`src/hw/rtl/affs_pkg.sv`:
```
package affs_pkg;

  localparam int HASH_W = 64;

  typedef enum logic [2:0] {
    OC_DUP      = 3'd0,
    OC_FILL     = 3'd1,
    OC_REJECT   = 3'd2,
    OC_REPLACE  = 3'd3,
    OC_GROW     = 3'd4,
    OC_OVERFLOW = 3'd5,
    OC_READ     = 3'd6
  } outcome_t;

  typedef struct packed {
    logic capture;
    logic insert;
  } cell_ctl_t;

endpackage

```
`src/hw/rtl/affs_cell.sv`:
```
module affs_cell #(
  parameter int CAPACITY = 256,
  parameter int IDX      = 0
) (
  input  logic                          clk,
  input  affs_pkg::cell_ctl_t           ctl,
  input  logic [affs_pkg::HASH_W-1:0]   hash,
  input  logic [$clog2(CAPACITY+1)-1:0] count,
  input  logic [affs_pkg::HASH_W-1:0]   left_val,
  input  logic                          left_lt,
  output logic [affs_pkg::HASH_W-1:0]   val,
  output logic                          lt,
  output logic                          eq
);

  localparam int CW = $clog2(CAPACITY + 1);

  logic held;
  logic lt_now;

  always_comb begin
    held   = CW'(IDX) < count;
    lt_now = held && (val < hash);
    eq     = held && (val == hash);
  end

  // lt marks entries below the offered hash; the first cell without it takes the hash
  always_ff @(posedge clk) begin
    if (ctl.capture) begin
      lt <= lt_now;
    end
    if (ctl.insert && !lt) begin
      val <= left_lt ? hash : left_val;
    end
  end

endmodule

```
`config.mk`:
```
export PLATFORM = sky130hd
export DESIGN_NAME = affs_cell
export DESIGN_NICKNAME = d
export VERILOG_FILES = /design/src/hw/rtl/affs_pkg.sv /design/src/hw/rtl/affs_cell.sv
export SDC_FILE = /design/constraint.sdc
export NUM_CORES = 1
export LEC_CHECK = 0
export BUFFER_PORTS_ARGS = -buffer_cell sky130_fd_sc_hd__buf_4
export CAP_MARGIN = 30
export CORE_ASPECT_RATIO = 1.25
export CORE_MARGIN = 10
export CORE_UTILIZATION = 47
export CTS_CLUSTER_DIAMETER = 80
export DETAILED_ROUTE_END_ITERATION = 8
export GPL_ROUTABILITY_DRIVEN = 0
export PLACE_DENSITY = 0.86
export SYNTH_ARGS = -nofsm -noshare
export SYNTH_HDL_FRONTEND = slang
export SYNTH_SLANG_ARGS = --single-unit
```
`constraint.sdc`:
```
create_clock -name clk -period 4.4 [get_ports clk]
set_input_delay 0.44 -clock clk [delete_from_list [all_inputs] [get_ports clk]]
set_output_delay 0.44 -clock clk [all_outputs]
set_load 0.03 [all_outputs]
```
==> run_results.csv <==
group,metric,value,unit
status,outcome,"complete, no violations",
grt,grt_pass1_wl,20300,um
pwr,p_per_area,283,nW/um2
synth,ys_top_cells_by_area,"edfxtp_1, ha_1, mux2_2",
sta,max_slew_margin,40.4,%
worst_setup_path,crit_top_cell,"nand4_1",
pwr,p_leak,0.00301,uW
cts,clock-root-buffer,"clkbuf_16",
synth,yosys.area_share.adder,18.2,%
floorplanning,placementRows,39,
worst_setup_path,worst_path_largest_cell_delay,0.44,ns
final_layout,drive_gt1_share,49.3,%
sta,final.setup.tns,0,ns
cts,htree_num_levels,3,
floorplanning,pin_count,207,
sta,clock-skew-final,0.00433,ns
pwr,ir_drop,0.213,mV
route,ant_nets,0,
sta,max_freq,0.347,GHz
sta,tightest_slew,0.892,ns
route,via_count,3673,
worst_setup_path,cp-start-kind,"flip-flop",
worst_hold_path,hp-class,"input pin to flip-flop",
worst_setup_path,crit_chain,"ha_1 > nand4_1 > nor4_1 > nand4_1 > nor4bb_1 > buf_4",
cts,postCtsHoldBufs,0,
cts,tritoncts,"done",
route,wl_per_cell,18.8,um
synth,synth_compound_area_share,6.58,%
worst_setup_path,cp_slowest_cell,"nor4_1",
floorplanning,core,9130,um2
cts,path_clk_slew,0.05,ns
sta,final_max_slew_viol_count,0,
synth,synth_top_area_share,44.5,%
worst_setup_path,critPathTopFamily,"simple AND/OR/NAND/NOR gates",
synth,synth_top_family_by_area,"adder cells",
floorplanning,die_x,106,um
sta,rsz0062_at_grt,"false",
synth,synth_xor_area_share,0,%
cts,cts_sinks,65,
sta,hold_viol,0,
sta,final.period_utilization,65.4,%
synth,synthesis.area,4390,um2
final_layout,synthToLayoutAreaGrowth,43.9,%
sta,min_period,2.88,ns
synth,postSynth.asyncResetShare,0,%
pwr,pwr-share-seq,41.9,%
pwr,switching_share,26.4,%
route,first_pass_iters,4,
floorplanning,die_area,13600,um2
worst_setup_path,cp_num_buf_inv,1,
synth,yosysTopAreaCell,"edfxtp_1",
worst_setup_path,required,3.96,ns
route,drt_iter0_drc,94,
synth,ys_seq_elements,65,
final_layout,diodes,0,
route,routed_wl,13300,um
cts,clock_path_buffers,2,
route,post-route-drc-count,0,
grt,grt_max_degree,65,
synth,synth_mux_area_share,16.4,%
place,dp_hpwl,11200,um
cts,cts.repair.resized,0,
pwr,total_power,1790,uW
pwr,power_frac_comb,24.1,%
final_layout,nNetsFinal,786,
synth,synth_cells,370,
place,place.port_buffers,206,
sta,setup_viol_count_final,0,
synth,syn_area_per_cell,11.9,um2
worst_setup_path,crit_path_max_fanout,3,
cts,numCtsBuffers,9,
worst_hold_path,hp-start,"ctl[1]",
worst_setup_path,endpoint_kind,"primary output",
worst_setup_path,r2r_start,"val[59]",
synth,ys_dominant_reg_cell,"edfxtp_1",
synth,synth-seq-area-share,44.5,%
synth,synth_warnings,0,
grt,groute.usage.overall,18.9,%
floorplanning,initial_core_util,48.1,%
synth,synth_cell_types,36,
synth,synth-edff-count,65,
synth,synth_fp_nets,575,
pwr,clockPowerShare,34.0,%
floorplanning,die_y,128,um
worst_setup_path,cp.arrival,2.44,ns
worst_setup_path,crit_start,"val[34]",
route,via_per_inst,5.20,
run,cap_violations,0,
cts,postCtsSetupRepairBufs,0,
grt,antenna_found_initial,0,
pwr,p_int,1320,uW
grt,grt_overflow,0,
grt,grt_pass1_vias,4091,
cts,clk_latency,0.32,ns
worst_setup_path,crit_type,"flip-flop to primary output",
final_layout,fillerInstances,691,
pwr,net-switching-power,471,uW
synth,synth-simple-area-share,7.95,%
## metal layers
metal  GRT usage, %  routed length, um
met3           7.75               1270
met4           7.50                417
met1           17.8               4470
met5              0                  0
met2           35.4               7120
## synth_stat cells, types with 2 or more instances
cell type  instances
nand4_1           12
a21o_1             4
ha_1              64
nor4_1             3
nand3_1            6
edfxtp_1          65
nand2_1           14
buf_2              6
inv_1             65
a211oi_1           4
mux2_2            64
and4_1             2
a21oi_1           22
nor2_1             4
a221oi_1           2
o21ai_0            7
nor3_1             5
nor2b_1            3
## kinds of logic after synthesis
logic type / count (synthesis)
DFF: 65
muxes: 64
AOI/OAI and AO/OA: 47
and+or+nand+nor: 58
adders and majority gates: 64
buffers and inverters: 72
## registers in the layout, indices dropped and copies added, names as in the netlist
name  cells
val      64
lt        1
## layout by cell type, fill, tap and decap left out, types with 2 or more instances in the layout
cell,netlist,final
nand4_1,12,12
ha_1,64,64
nand3_1,6,6
nand2_1,14,14
buf_4,0,207
a211oi_1,4,4
nor2b_1,3,2
nor2_1,4,4
clkinv_1,0,2
nor4_1,3,3
edfxtp_1,65,65
clkbuf_16,0,9
a21oi_1,22,22
nor3_1,5,5
o21ai_0,7,7
a221oi_1,2,2
clkbuf_1,1,3
and4_1,2,2
a21o_1,4,4
mux2_2,64,64
inv_1,65,65
## cell type report
type | count | area, um2 | area share, %
clock buffer | 12 | 236 | 3.74
clock inverter | 2 | 7.51 | 0.119
inverter | 65 | 244 | 3.86
multi-input combinational | 233 | 2170 | 34.3
sequential | 65 | 1950 | 30.9
tap | 123 | 154 | 2.44
timing repair buffer | 207 | 1550 | 24.6
## per-stage QoR
step	instances	hold WS [ns]	setup WS (ns)	area (um2)	utilization [%]
after floorplan	370	0.552	0.500	4390	-
after global placement	693	0.645	1.72	6070	66.5
after detailed placement	693	0.647	1.72	6070	66.5
after CTS	707	0.312	1.50	6310	69.2
after global routing	707	0.310	1.39	6310	69.2
final	707	0.325	1.52	6310	69.2
## worst paths after layout
kind / end / slack [ns] / cells past startpoint
max reg2reg: lt / 2.28 / 7
min: lt / 0.32 / 1
min reg2reg: val[41] / 0.81 / 1
max: eq / 1.52 / 6
## power by group through the flow
stage,clock [uW],sequential (uW),combinational [uW]
2_1_floorplan,0,822,172
3_3_place_gp,0,758,420
3_5_place_dp,0,761,434
4_1_cts,617,749,437
5_1_grt,646,752,475
6_report,608,749,431
## worst reg2reg max path, cell delays in order (launching register included)
cell	delay (ns)
edfxtp_1	0.40
ha_1	0.33
nand4_1	0.17
nor4_2	0.37
nand2_1	0.15
o31ai_1	0.26
a21o_1	0.14
nor3_2	0.05
Note: power is estimated with default switching activity, not from simulation.
